File: config.mk
export PLATFORM = sky130hd
export DESIGN_NAME = bavg_div
export DESIGN_NICKNAME = d
export VERILOG_FILES = /design/src/hw/rtl/bavg_pkg.sv /design/src/hw/rtl/bavg_div.sv
export SDC_FILE = /design/constraint.sdc
export NUM_CORES = 1
export LEC_CHECK = 0
export BUFFER_PORTS_ARGS = -buffer_cell sky130_fd_sc_hd__buf_4
export CAP_MARGIN = 10
export CELL_PAD_IN_SITES_DETAIL_PLACEMENT = 0
export CELL_PAD_IN_SITES_GLOBAL_PLACEMENT = 2
export CORE_UTILIZATION = 40
export CTS_CLUSTER_SIZE = 28
export DETAILED_ROUTE_END_ITERATION = 10
export GPL_TIMING_DRIVEN = 0
export PLACE_DENSITY_LB_ADDON = 0.2
export SYNTH_ARGS = -nofsm -noshare
export SYNTH_HDL_FRONTEND = slang
export SYNTH_SLANG_ARGS = --single-unit
File: constraint.sdc
create_clock -name clock -period 6.7 [get_ports clock]
set_clock_uncertainty 0.2 [all_clocks]
set_input_delay 0.67 -clock clock [delete_from_list [all_inputs] [get_ports clock]]
set_output_delay 0.67 -clock clock [all_outputs]
set_load 0.02 [all_outputs]
File: src/hw/rtl/bavg_pkg.sv
// Shared types and constants for the box average downscaler.
// No dependencies.
package bavg_pkg;

   localparam int PIX_W        = 8;
   localparam int SUM_W        = 16;
   localparam int CFG_SIZE_W   = 11;
   localparam int CFG_FACTOR_W = 5;
   localparam int CSR_INDEX_W  = 2;
   localparam int CSR_DATA_W   = 11;

   localparam int DEF_MAX_WIDTH  = 1024;
   localparam int DEF_MAX_HEIGHT = 1024;
   localparam int DEF_MAX_FACTOR = 16;

   localparam logic [CSR_INDEX_W-1:0] CSR_SRC_WIDTH  = 2'd0;
   localparam logic [CSR_INDEX_W-1:0] CSR_SRC_HEIGHT = 2'd1;
   localparam logic [CSR_INDEX_W-1:0] CSR_FACTOR_H   = 2'd2;
   localparam logic [CSR_INDEX_W-1:0] CSR_FACTOR_V   = 2'd3;

   typedef enum logic [1:0] {
      ST_IDLE,
      ST_READ,
      ST_ACC,
      ST_DIV
   } bavg_state_type;

endpackage

File: src/hw/rtl/bavg_div.sv
// Bit-serial restoring divider: three block sums by one pixel count, saturated to 8 bits.
// Depends on bavg_pkg.
module bavg_div #(
   parameter int CNT_W = 10
) (
   input  logic                                     clock,
   input  logic                                     reset,
   input  logic                                     start,
   input  logic [CNT_W-1:0]                         count,
   input  logic [2:0][bavg_pkg::SUM_W-1:0]          sums,
   output logic                                     busy,
   output logic [2:0][bavg_pkg::PIX_W-1:0]          means
);
   import bavg_pkg::*;

   localparam int STEP_W = $clog2(SUM_W);

   logic                    busy_ff;
   logic [STEP_W-1:0]       step_ff;
   logic [CNT_W-1:0]        cnt_ff;
   logic [2:0][SUM_W-1:0]   dvd_ff, dvd_in;
   logic [2:0][CNT_W-1:0]   rem_ff, rem_in;

   always_comb begin
      logic [CNT_W:0] rem_sh;
      logic           ge;
      for (int c = 0; c < 3; c++) begin
         rem_sh    = {rem_ff[c], dvd_ff[c][SUM_W-1]};
         ge        = rem_sh >= {1'b0, cnt_ff};
         rem_in[c] = ge ? CNT_W'(rem_sh - {1'b0, cnt_ff}) : CNT_W'(rem_sh);
         dvd_in[c] = {dvd_ff[c][SUM_W-2:0], ge};
      end
   end

   always_ff @(posedge clock) begin
      if (reset) begin
         busy_ff <= 1'b0;
         step_ff <= '0;
      end else if (start) begin
         busy_ff <= 1'b1;
         step_ff <= '0;
      end else if (busy_ff) begin
         step_ff <= step_ff + STEP_W'(1);
         if (step_ff == STEP_W'(SUM_W - 1)) begin
            busy_ff <= 1'b0;
         end
      end
   end

   always_ff @(posedge clock) begin
      if (start) begin
         cnt_ff <= count;
         dvd_ff <= sums;
         rem_ff <= '0;
      end else if (busy_ff) begin
         dvd_ff <= dvd_in;
         rem_ff <= rem_in;
      end
   end

   always_comb begin
      for (int c = 0; c < 3; c++) begin
         means[c] = (|dvd_ff[c][SUM_W-1:PIX_W]) ? {PIX_W{1'b1}} : dvd_ff[c][PIX_W-1:0];
      end
   end

   assign busy = busy_ff;

endmodule

* Yosys cells after proc, flatten, opt, wreduce, memory -nomap -nowiden *
Index checks and enable logic that the tools add are counted.

word-level totals
  register bits = 93

operators by class
  add/subtract/negate cells = 4
  order comparisons = 3
  equality and inequality tests = 1
  muxes and demuxes = 11
  reductions and logical operators = 5

operator list
  kind                   number
  $mux W48               2
  $ge A11 B10 Y1         3
  $mux W10               3
  $sub A10 B10 Y10       3
  $mux W8                3
  $reduce_or A8 Y1       3
  $add A4 B1 Y4 const B  1
  $eq A4 B4 Y1 const B   1
  $mux W1                3
  $reduce_bool A2 Y1     1
  $reduce_or A2 Y1       1

* Longest topological paths before layout *
Gate-level depths: netlist of the first run.

  depth in word-level cells = 4
  gate-level depth with buffers = 10
  mapped depth without buffers = 10

* Worst setup path before layout of the first run *
Ideal clock, no wire load.

  path kind = input to register
  from = input port start
  to = register dvd_ff[0] (netlist name) (enable)
  data arrival time = 2.101 ns
  path slack = 3.997 ns
  stages on the path = 4
  buffers on the path = 2
  path through = clkbuf_1 -> nor2_1 -> clkbuf_1 -> inv_1

between the ends
  longest elaborated chain between the ends = 1

RTL lines
  element                              line            RTL
  start: declaration                   bavg_div.sv:8   input logic start,
  $reduce_bool A2 Y1 (no source line)  --
  end signal: assignment               bavg_div.sv:53  dvd_ff <= sums;
  end signal: assignment               bavg_div.sv:56  dvd_ff <= dvd_in;
  end: declaration                     bavg_div.sv:21  logic [2:0][SUM_W-1:0] dvd_ff, dvd_in;

Every way passes these cells.
A chain may end at the register's enable or synchronous reset.

* Worst setup path after layout of the first run *
  from = register cnt_ff[1]
  to = register dvd_ff[32] (netlist name), data pin

between the ends
  longest elaborated chain between the ends = 3

RTL lines
  element                   line            RTL
  start: declaration        bavg_div.sv:20  logic [CNT_W-1:0] cnt_ff;
  start signal: assignment  bavg_div.sv:52  cnt_ff <= count;
  $ge A11 B10 Y1            bavg_div.sv:29  ge = rem_sh >= {1'b0, cnt_ff};
  $mux W48                  bavg_div.sv:55  end else if (busy_ff) begin
  $mux W48                  bavg_div.sv:51  if (start) begin

Every way passes these cells. The select of a mux whose other input is x is not followed.

==> results of run 1 <==
## flip-flops by register name, indices dropped and copies added, names as in the netlist
name / flops
busy: 1
cnt_ff: 10
dvd_ff: 48
rem_ff: 30
step_ff: 4
## area by class of cell
type                       instances  share of cell area [%]
inverter                          24                    1.39
timing repair buffer              86                    10.2
sequential                        93                    37.7
tap                              172                    3.32
buffer                            18                    1.20
clock buffer                      12                    3.80
multi-input combinational        357                    41.9
clock inverter                     4                   0.502
## layer usage
metal | part of all wire, % | GRT usage [%] | wire [microns]
met1 | 46 | 26.2 | 5880
met2 | 48 | 32.4 | 6110
met3 | 5.1 | 4.23 | 655
met4 | 1.7 | 5.84 | 217
met5 | 0 | 0 | 0
## worst max-delay path: stages, from the launching register on
cell,delay (ps)
edfxtp_1,380
inv_1,320
ha_1,330
nand4_1,130
nor3_1,70
a2111oi_0,530
nand2_1,370
buf_2,300
mux2_2,280
## path summary, 6_finish.rpt
path	from	to	slack, ps	depth (start not counted)
worst max register to register	cnt_ff[1]	dvd_ff[32]	3530	8
worst min register to register	rem_ff[22]	rem_ff[22]	290	2
worst min-delay path	rem_ff[22]	rem_ff[22]	290	2
worst max-delay path	cnt_ff[1]	dvd_ff[32]	3530	8
## cell usage after synthesis (all sizes together), types with 2 or more instances
cell type and n:
nand2 34, a21oi 20, o21bai 5, dfxtp 35, clkbuf 15, o21a 4, o31ai 2, xnor2 17
o311a 2, inv 23, or2 25, a311oi 3, a31oi 4, o211ai 4, nor3 6, o311ai 4
xor2 9, fa 3, a211o 3, nand2b 2, mux2i 14, nor4 8, and2 2, edfxtp 58
nor2b 5, a21o 6, a211oi 14, mux2 48, ha 31, nand3 16, buf 3, nor2 28
o22ai 4, o21ai 15, nand4 6
## through the flow
stage | utilization, % | power, W
after floorplan | - | 0.000929
after global placement | 48.2 | 0.00102
after detailed placement | 48.4 | 0.00103
after CTS | 50.5 | 0.00152
after global routing | 50.5 | 0.00159
final | 50.5 | 0.00151
## where the power goes
part / total [W] / switching (W) / internal (W)
sequential: 0.000697 / 0.0000292 / 0.000668
combinational: 0.000319 / 0.000170 / 0.000149
clock: 0.000492 / 0.000226 / 0.000266
total: 0.00151 / 0.000426 / 0.00108
## kinds of logic after synthesis
group | share of synthesized area, %
AO/OA/AOI/OAI | 12.7
XOR/XNOR | 4.27
adder cells (fa/ha/maj) | 8.41
buffers and inverters | 3.15
flip-flops | 45.8
multiplexers | 12.8
AND/OR/NAND/NOR | 12.8
==> results.py, run 1 <==
metrics = {
    "status": {
        "status": "complete, no violations",
    },
    "placed_design": {
        "dp_hpwl_mm": 9.54,
        "dpl.cell_count": 750,
        "portBuffers": 85,
        "dp_slack_ps": 3510,
        "place_congestion": 0.896,
        "dpl-instance-area_sq_mm": 0.00620,
    },
    "critical_path": {
        "start_kind": "flip-flop",
        "worstPathRequired_ps": 6600,
        "cp_max_fo": 10,
        "crit_type": "flip-flop to flip-flop",
        "end_kind": "flip-flop",
        "cp_data_arrival_time_ps": 3070,
    },
    "cells_and_area": {
        "postLayoutCellArea_sq_mm": 0.00648,
        "final_cell_mix": "buf_4 (85), edfxtp_1 (58), mux2_2 (47)",
        "nNetsFinal": 684,
        "fillers": 1223,
        "multi_input_area_sq_mm": 0.00272,
        "n_antenna_cell": 0,
        "final_common_cell": "buf_4",
        "area.growth.synth_to_final_pct": 21.6,
        "final_cells": 766,
        "regArea_sq_mm": 0.00244,
        "drive_gt1_share_pct": 30.3,
    },
    "yosys": {
        "ys_async_sr_fraction_pct": 0,
        "synth_ff_type": "edfxtp_1",
        "synth-edff-count": 58,
        "ys_seq_area_share_pct": 45.8,
        "ys_ff_latch": 93,
        "synth_fp_nets": 587,
        "avgSynthCellArea_sq_um": 10.8,
        "syn_inst": 492,
        "yosysUniqueCellTypes": 53,
        "yosysTopAreaCellShare_pct": 32.7,
        "yosys_warnings": 0,
        "ys_top_cells_by_area": "edfxtp_1 (33%), dfxtp_1 (13%), mux2_2 (9.9%)",
        "synth_top_cell_by_area": "edfxtp_1",
        "synth_area_sq_mm": 0.00533,
    },
    "clocking": {
        "cts_resized": 0,
        "cts_tree": "built",
        "cts_root_buffer": "clkbuf_16",
        "clk_latency_ps": 340,
        "path_clk_slew_ps": 70,
        "cts_sinks": 93,
        "cts_hold_buf": 0,
        "h-tree-depth": 3,
        "cts_buffers": 9,
        "cts.path.max_buffers": 2,
        "cts_post_setup_buffers_inserted": 0,
    },
    "timing": {
        "fmax_mhz": 315,
        "hold_violations": 0,
        "period_needed_ps": 3170,
        "slew_headroom_pct": 47.3,
        "setup_tns_ps": 0,
        "period_share_pct": 47.3,
        "drv_slew": 0,
        "tightest_slew_ps": 788,
        "holdWs_ps": 287,
        "setup_slack_ps": 3530,
        "grt_setup_unrepaired": "no",
        "setup_viol": 0,
    },
    "route": {
        "drt_first_pass_iters": 4,
        "via_count": 4022,
        "wl_per_cell_microns": 16.8,
        "wl_mm": 12.9,
        "viasPerCell": 5.25,
        "route.detailed.drc": 0,
        "postRouteAntennaNets": 0,
        "drt_iter0_markers": 189,
    },
    "pwr": {
        "power_leakage_nw": 2.57,
        "ir_drop_mv": 0.120,
        "power_density_mw_per_mm2": 233,
    },
    "die": {
        "fp-row-count": 41,
        "start_util_pct": 41.5,
        "core_area_sq_mm": 0.0128,
        "chipHeight_microns": 117,
        "die-area_sq_mm": 0.0138,
        "fp.dieW_microns": 117,
        "ioPinCount": 86,
    },
    "global_routing": {
        "grt_overflow": 0,
        "grt_max_degree": 46,
        "first_global_vias": 4087,
        "grt_use_total_pct": 19.8,
        "grt_pass1_wl_mm": 21.2,
        "antenna_found_initial": 0,
    },
    "min_path": {
        "hold_class": "flip-flop to flip-flop",
    },
    "job": {
        "drv_cap": 0,
    },
}
No activity file was read; power rests on OpenSTA's default activity.
==> inputs of run 2 (changes only) <==
- CORE_UTILIZATION: 40 -> 37
- clock period: 6.7 -> 3.07 ns (I/O delays scaled with it)
==> run 2 against run 1 <==
Effect of this change: hold slack lost 230 ps; wire length grew 3.1%; via count grew 0.92%; sequential share of layout area shrank 0.80 points; utilization shrank 3.2 points; die area grew 8.0%; critical path depth is the same; worst setup slack lost 3300 ps; critical endpoint unchanged.
==> results.py, run 2 (synthesis gave the netlist of run 1 again) <==
metrics = {
    "status": {
        "status": "complete, no violations",
    },
    "critical_path": {
        "worstPathRequired_ps": 2970,
        "crit_path_top_delay_cell": "a2111oi_0",
        "slowest_delay_ps": 530,
        "rr_worst_depth": 8,
        "r2r_end": "dvd_ff[32]",
        "start_kind": "flip-flop",
        "reg2reg_slack_ps": 230,
        "cp_max_fo": 10,
        "cp_data_arrival_time_ps": 2740,
        "rr_startpoint": "cnt_ff[1]",
        "crit_type": "flip-flop to flip-flop",
        "worstPathCellList": "inv_1, ha_1, nand4_1, nor3_1, a2111oi_0, nand2_1, buf_2, mux2_2",
        "end_kind": "flip-flop",
    },
    "min_path": {
        "min_to": "dvd_ff[8]",
        "hold_class": "primary input to flip-flop",
        "hold_depth": 2,
        "min-delay-start": "sums[8]",
    },
    "timing": {
        "drv_slew": 0,
        "grt_setup_unrepaired": "no",
        "hold_violations": 0,
        "holdWs_ps": 60.2,
        "setup_viol": 0,
        "tightest_slew_ps": 727,
        "fmax_mhz": 352,
        "period_needed_ps": 2840,
        "period_share_pct": 92.6,
        "slew_headroom_pct": 51.3,
    },
    "cells_and_area": {
        "largestRegisters": "dvd_ff x48, rem_ff x30, cnt_ff x10",
        "drive_gt1_share_pct": 30.0,
        "postLayoutCellArea_sq_mm": 0.00662,
        "multi_input_area_sq_mm": 0.00273,
        "nNetsFinal": 696,
        "regArea_sq_mm": 0.00244,
        "final_cells": 786,
        "final_cell_mix": "buf_4 (86), edfxtp_1 (58), mux2_2 (47)",
        "regMostFlops": "dvd_ff",
        "area.growth.synth_to_final_pct": 24.3,
        "fillers": 1345,
        "n_antenna_cell": 0,
        "largest_reg_flops": 48,
        "final_common_cell": "buf_4",
    },
    "die": {
        "ioPinCount": 86,
        "chipHeight_microns": 122,
        "die-area_sq_mm": 0.0149,
        "fp.dieW_microns": 122,
        "core_area_sq_mm": 0.0140,
        "fp-row-count": 43,
        "start_util_pct": 38.1,
    },
    "clocking": {
        "h-tree-depth": 3,
        "path_clk_slew_ps": 70,
        "cts_tree": "built",
        "cts.path.max_buffers": 2,
        "clk_latency_ps": 340,
        "cts_buffers": 9,
        "cts_sinks": 93,
        "cts_root_buffer": "clkbuf_16",
    },
    "pwr": {
        "power_density_mw_per_mm2": 500,
        "ir_drop_mv": 0.284,
        "power_leakage_nw": 2.63,
        "totalPowerFinal_w": 0.00331,
    },
    "placed_design": {
        "portBuffers": 85,
        "dpl.cell_count": 758,
        "place_congestion": 0.843,
        "dpl-instance-area_sq_mm": 0.00621,
        "dp_hpwl_mm": 9.70,
    },
    "global_routing": {
        "grt_use_total_pct": 18.8,
        "grt_overflow": 0,
        "grt_pass1_wl_mm": 20.8,
        "antenna_found_initial": 0,
        "first_global_vias": 4082,
        "grt_max_degree": 46,
    },
    "route": {
        "via_count": 4059,
        "drt_iter0_markers": 230,
        "wl_mm": 13.3,
        "route.detailed.drc": 0,
        "postRouteAntennaNets": 0,
        "drt_first_pass_iters": 4,
        "wl_per_cell_microns": 16.9,
        "viasPerCell": 5.16,
    },
    "job": {
        "drv_cap": 0,
    },
}
[run 2: worst max path at each step]
stage	startpoint	endpoint	slack [ps]	cells past startpoint
2_1_floorplan	cnt_ff[1]	dvd_ff[32]	440	8
3_3_place_gp	start	dvd_ff[45]	-470	5
3_5_place_dp	cnt_ff[1]	dvd_ff[32]	-40	8
4_1_cts	cnt_ff[2]	rem_ff[1]	30	9
5_1_grt	cnt_ff[2]	rem_ff[1]	10	9
6_report	cnt_ff[1]	dvd_ff[32]	230	8
[run 2: what timing repair did]
action	CTS	global route
cloned	0	0
gates resized for setup	0	2
endpoints found under the setup margin	1	8
pin swaps	1	0
buffers inserted	1	0
hold buffers	11	0
endpoints found under the hold margin	15	0
[run 2: layout make-up]
class / instances / area share [%]
inverter: 24 / 1.36
clock buffer: 12 / 3.72
tap: 180 / 3.40
clock inverter: 4 / 0.491
multi-input combinational: 357 / 41.3
sequential: 93 / 36.9
timing repair buffer: 98 / 11.7
buffer: 18 / 1.17
[run 2: stage by stage]
stage | TNS (ps) | utilization, % | setup slack [ps]
after floorplan | 0 | - | 443
after global placement | -22630 | 44.3 | -474
after detailed placement | -40.4 | 44.4 | -40.4
after CTS | 0 | 47.2 | 30.0
after global routing | 0 | 47.3 | 11.2
final | 0 | 47.3 | 226
[run 2: critical path, delay by kind of cell (launching register included)]
family / cells / cell delay (ps)
adders and majority gates: 1 / 320
muxes: 1 / 280
AOI/OAI and AO/OA: 1 / 530
and+or+nand+nor: 3 / 340
buffers and inverters: 2 / 550
DFF: 1 / 370
[run 2: power by group]
group / switching (W) / internal [W]
registers: 0.0000646 / 0.00146
logic: 0.000376 / 0.000339
clock network: 0.000490 / 0.000580
[run 2: layer usage]
layer / wire [microns] / share of wire (%) / GRT usage (%)
met5: 0 / 0 / 0
met4: 205 / 1.5 / 7.10
met3: 454 / 3.4 / 2.81
met2: 6650 / 50 / 31.6
met1: 5960 / 45 / 24.2
==> inputs of run 3 (changes only) <==
- ABC_AREA: unset -> 1
- CORE_UTILIZATION: 37 -> 33
==> run 3 against run 2 <==
Effect of this change: power decreased by 0.81%; sequential power decreased by 3%; design area increased by 11%; sequential cell count unchanged; critical path depth decreased by 3; final cell count increased by 44%; die area increased by 25%; highest routed layer unchanged; synthesized cell count increased by 61%; first-iteration DRC count decreased by 0.43%; critical endpoint is now means[15]; utilization decreased by 5.5 points.
==> results.py, run 3 <==
metrics = {
    "cells_and_area": {
        "n_antenna_cell": 0,
        "drive_gt1_share_pct": 17.1,
        "area.growth.synth_to_final_pct": 22.7,
        "final_cells": 1128,
        "nNetsFinal": 993,
        "fillers": 1836,
        "final_cell_mix": "nand2_1 (256), inv_1 (135), buf_4 (86)",
        "regMostFlops": "dvd_ff",
        "largestRegisters": "dvd_ff x48, rem_ff x30, cnt_ff x10",
        "final_common_cell": "nand2_1",
        "largest_reg_flops": 48,
    },
    "route": {
        "viasPerCell": 4.71,
        "route.detailed.drc": 0,
        "drt_iter0_markers": 229,
        "via_count": 5311,
        "postRouteAntennaNets": 0,
        "drt_first_pass_iters": 5,
        "wl_per_cell_microns": 14.2,
        "wl_mm": 16.0,
    },
    "pwr": {
        "switching_share_pct": 27.4,
        "totalPowerFinal_w": 0.00328,
        "power_density_mw_per_mm2": 448,
        "ir_drop_mv": 0.303,
        "switchingPower_w": 0.000900,
        "clkPwrFrac_pct": 37.8,
        "power_leakage_nw": 3.62,
        "pwr-share-seq_pct": 44.7,
        "combPwrFrac_pct": 17.5,
        "intPower_w": 0.00238,
    },
    "timing": {
        "slew_headroom_pct": 44.4,
        "period_needed_ps": 2480,
        "hold_violations": 0,
        "period_share_pct": 80.8,
        "setup_slack_ps": 590,
        "grt_setup_unrepaired": "no",
        "holdWs_ps": 32.0,
        "fmax_mhz": 403,
        "setup_viol": 0,
        "drv_slew": 0,
        "tightest_slew_ps": 827,
    },
    "min_path": {
        "hold_class": "primary input to flip-flop",
    },
    "yosys": {
        "synthTopCellsByCount": "nand2_1 (256), inv_1 (135), nand3_1 (70)",
        "yosysMostFrequentCell": "nand2_1",
        "synth-edff-count": 58,
        "yosys_warnings": 0,
        "synth_top_cell_by_area": "edfxtp_1",
        "synth_ff_type": "edfxtp_1",
        "ys_seq_area_share_pct": 41.0,
        "avgSynthCellArea_sq_um": 7.54,
        "synth_fp_nets": 886,
        "syn_inst": 791,
        "ys_ff_latch": 93,
        "ys_top_cells_by_area": "edfxtp_1 (29%), nand2_1 (16%), dfxtp_1 (12%)",
        "synth_area_sq_mm": 0.00596,
        "yosysUniqueCellTypes": 39,
        "yosysTopAreaCellShare_pct": 29.2,
        "ys_async_sr_fraction_pct": 0,
    },
    "critical_path": {
        "cp_max_fo": 8,
        "worstPathRequired_ps": 2560,
        "slowest_delay_ps": 640,
        "cp_data_arrival_time_ps": 1970,
        "start_kind": "flip-flop",
        "crit_type": "flip-flop to output pin",
        "end_kind": "output pin",
        "worstPathCellList": "inv_1, nand4_1, nor4_2, nand2_1, buf_4",
        "crit_path_top_delay_cell": "nor4_2",
        "reg2reg_slack_ps": 730,
    },
    "clocking": {
        "path_clk_slew_ps": 70,
        "cts_post_setup_buffers_inserted": 0,
        "cts_sinks": 93,
        "cts_root_buffer": "clkbuf_16",
        "cts_resized": 0,
        "clk_latency_ps": 350,
        "cts_tree": "built",
        "cts.path.max_buffers": 2,
        "cts_buffers": 9,
        "h-tree-depth": 3,
        "cts_hold_buf": 11,
    },
    "die": {
        "core_area_sq_mm": 0.0175,
        "start_util_pct": 34.1,
        "die-area_sq_mm": 0.0186,
        "ioPinCount": 86,
        "fp-row-count": 48,
        "fp.dieW_microns": 136,
        "chipHeight_microns": 136,
    },
    "job": {
        "drv_cap": 0,
    },
    "global_routing": {
        "antenna_found_initial": 0,
        "grt_overflow": 0,
        "grt_pass1_wl_mm": 25.4,
        "grt_use_total_pct": 17.9,
        "grt_max_degree": 58,
        "first_global_vias": 5067,
    },
    "placed_design": {
        "dp_hpwl_mm": 12.2,
        "dpl.cell_count": 1101,
        "portBuffers": 85,
        "place_congestion": 0.798,
        "dp_slack_ps": 584,
    },
    "status": {
        "status": "complete, no violations",
    },
}
run 3: cell count changes in the layout (fill, tap and decap cells not counted), moves of 24 or more:
cell,previous run,this run
mux2_2,47,0
nand2_1,34,256
inv_1,22,135
o21ai_0,15,42
nand3_1,15,70
or2_2,25,1
run 3: worst paths after layout:
check / from / end / cells after the start
setup / recovery: dvd_ff[31] / means[15] / 5
hold / removal: sums[9] / dvd_ff[9] / 3
setup reg to reg: cnt_ff[1] / rem_ff[14] / 11
hold reg to reg: rem_ff[16] / rem_ff[16] / 2
run 3: cells by family after synthesis:
group                      synth area share (%)
and+or+nand+nor                            31.4
buffers and inverters                      11.2
DFF                                        41.0
AOI/OAI and AO/OA                          7.28
adders and majority gates                  7.51
xor gates and xnor gates                   1.62
run 3: critical path: cells and delay by family (launching register included):
family	cells	cell delay [ps]
AND/OR/NAND/NOR	3	940
flip-flops	1	360
buffers and inverters	2	330
run 3: layout make-up:
class | instances | area [sq um] | share of cell area, %
Buffer | 23 | 161 | 2.21
Clock buffer | 10 | 229 | 3.13
Clock inverter | 6 | 93.8 | 1.28
Inverter | 136 | 510 | 6.97
Multi-Input combinational cell | 539 | 2850 | 39.0
Sequential cell | 93 | 2440 | 33.4
Tap cell | 225 | 282 | 3.85
Timing Repair Buffer | 96 | 748 | 10.2
run 3: metal layers:
metal	vias to the layer above	GRT usage [%]	wire length, microns
li1	2746	-	-
met1	2468	23.8	7630
met2	78	29.5	7550
met3	19	2.46	539
met4	0	6.67	273
met5	-	0	0
run 3: power by group through the flow:
stage          sequential (W)  combinational, W  clock (W)
2_1_floorplan         0.00149          0.000380          0
4_1_cts               0.00147          0.000583    0.00128
3_5_place_dp          0.00149          0.000568          0
3_3_place_gp          0.00150          0.000563          0
5_1_grt               0.00148          0.000650    0.00132
6_report              0.00147          0.000574    0.00124
run 3: stage by stage:
stage	area (sq um)	setup TNS [ps]	util (%)
floorplan	5960	0	-
global placement	6880	-60290	39.4
detailed placement	6890	0	39.4
CTS	7320	0	41.9
global route	7320	0	41.9
finish	7320	0	41.9
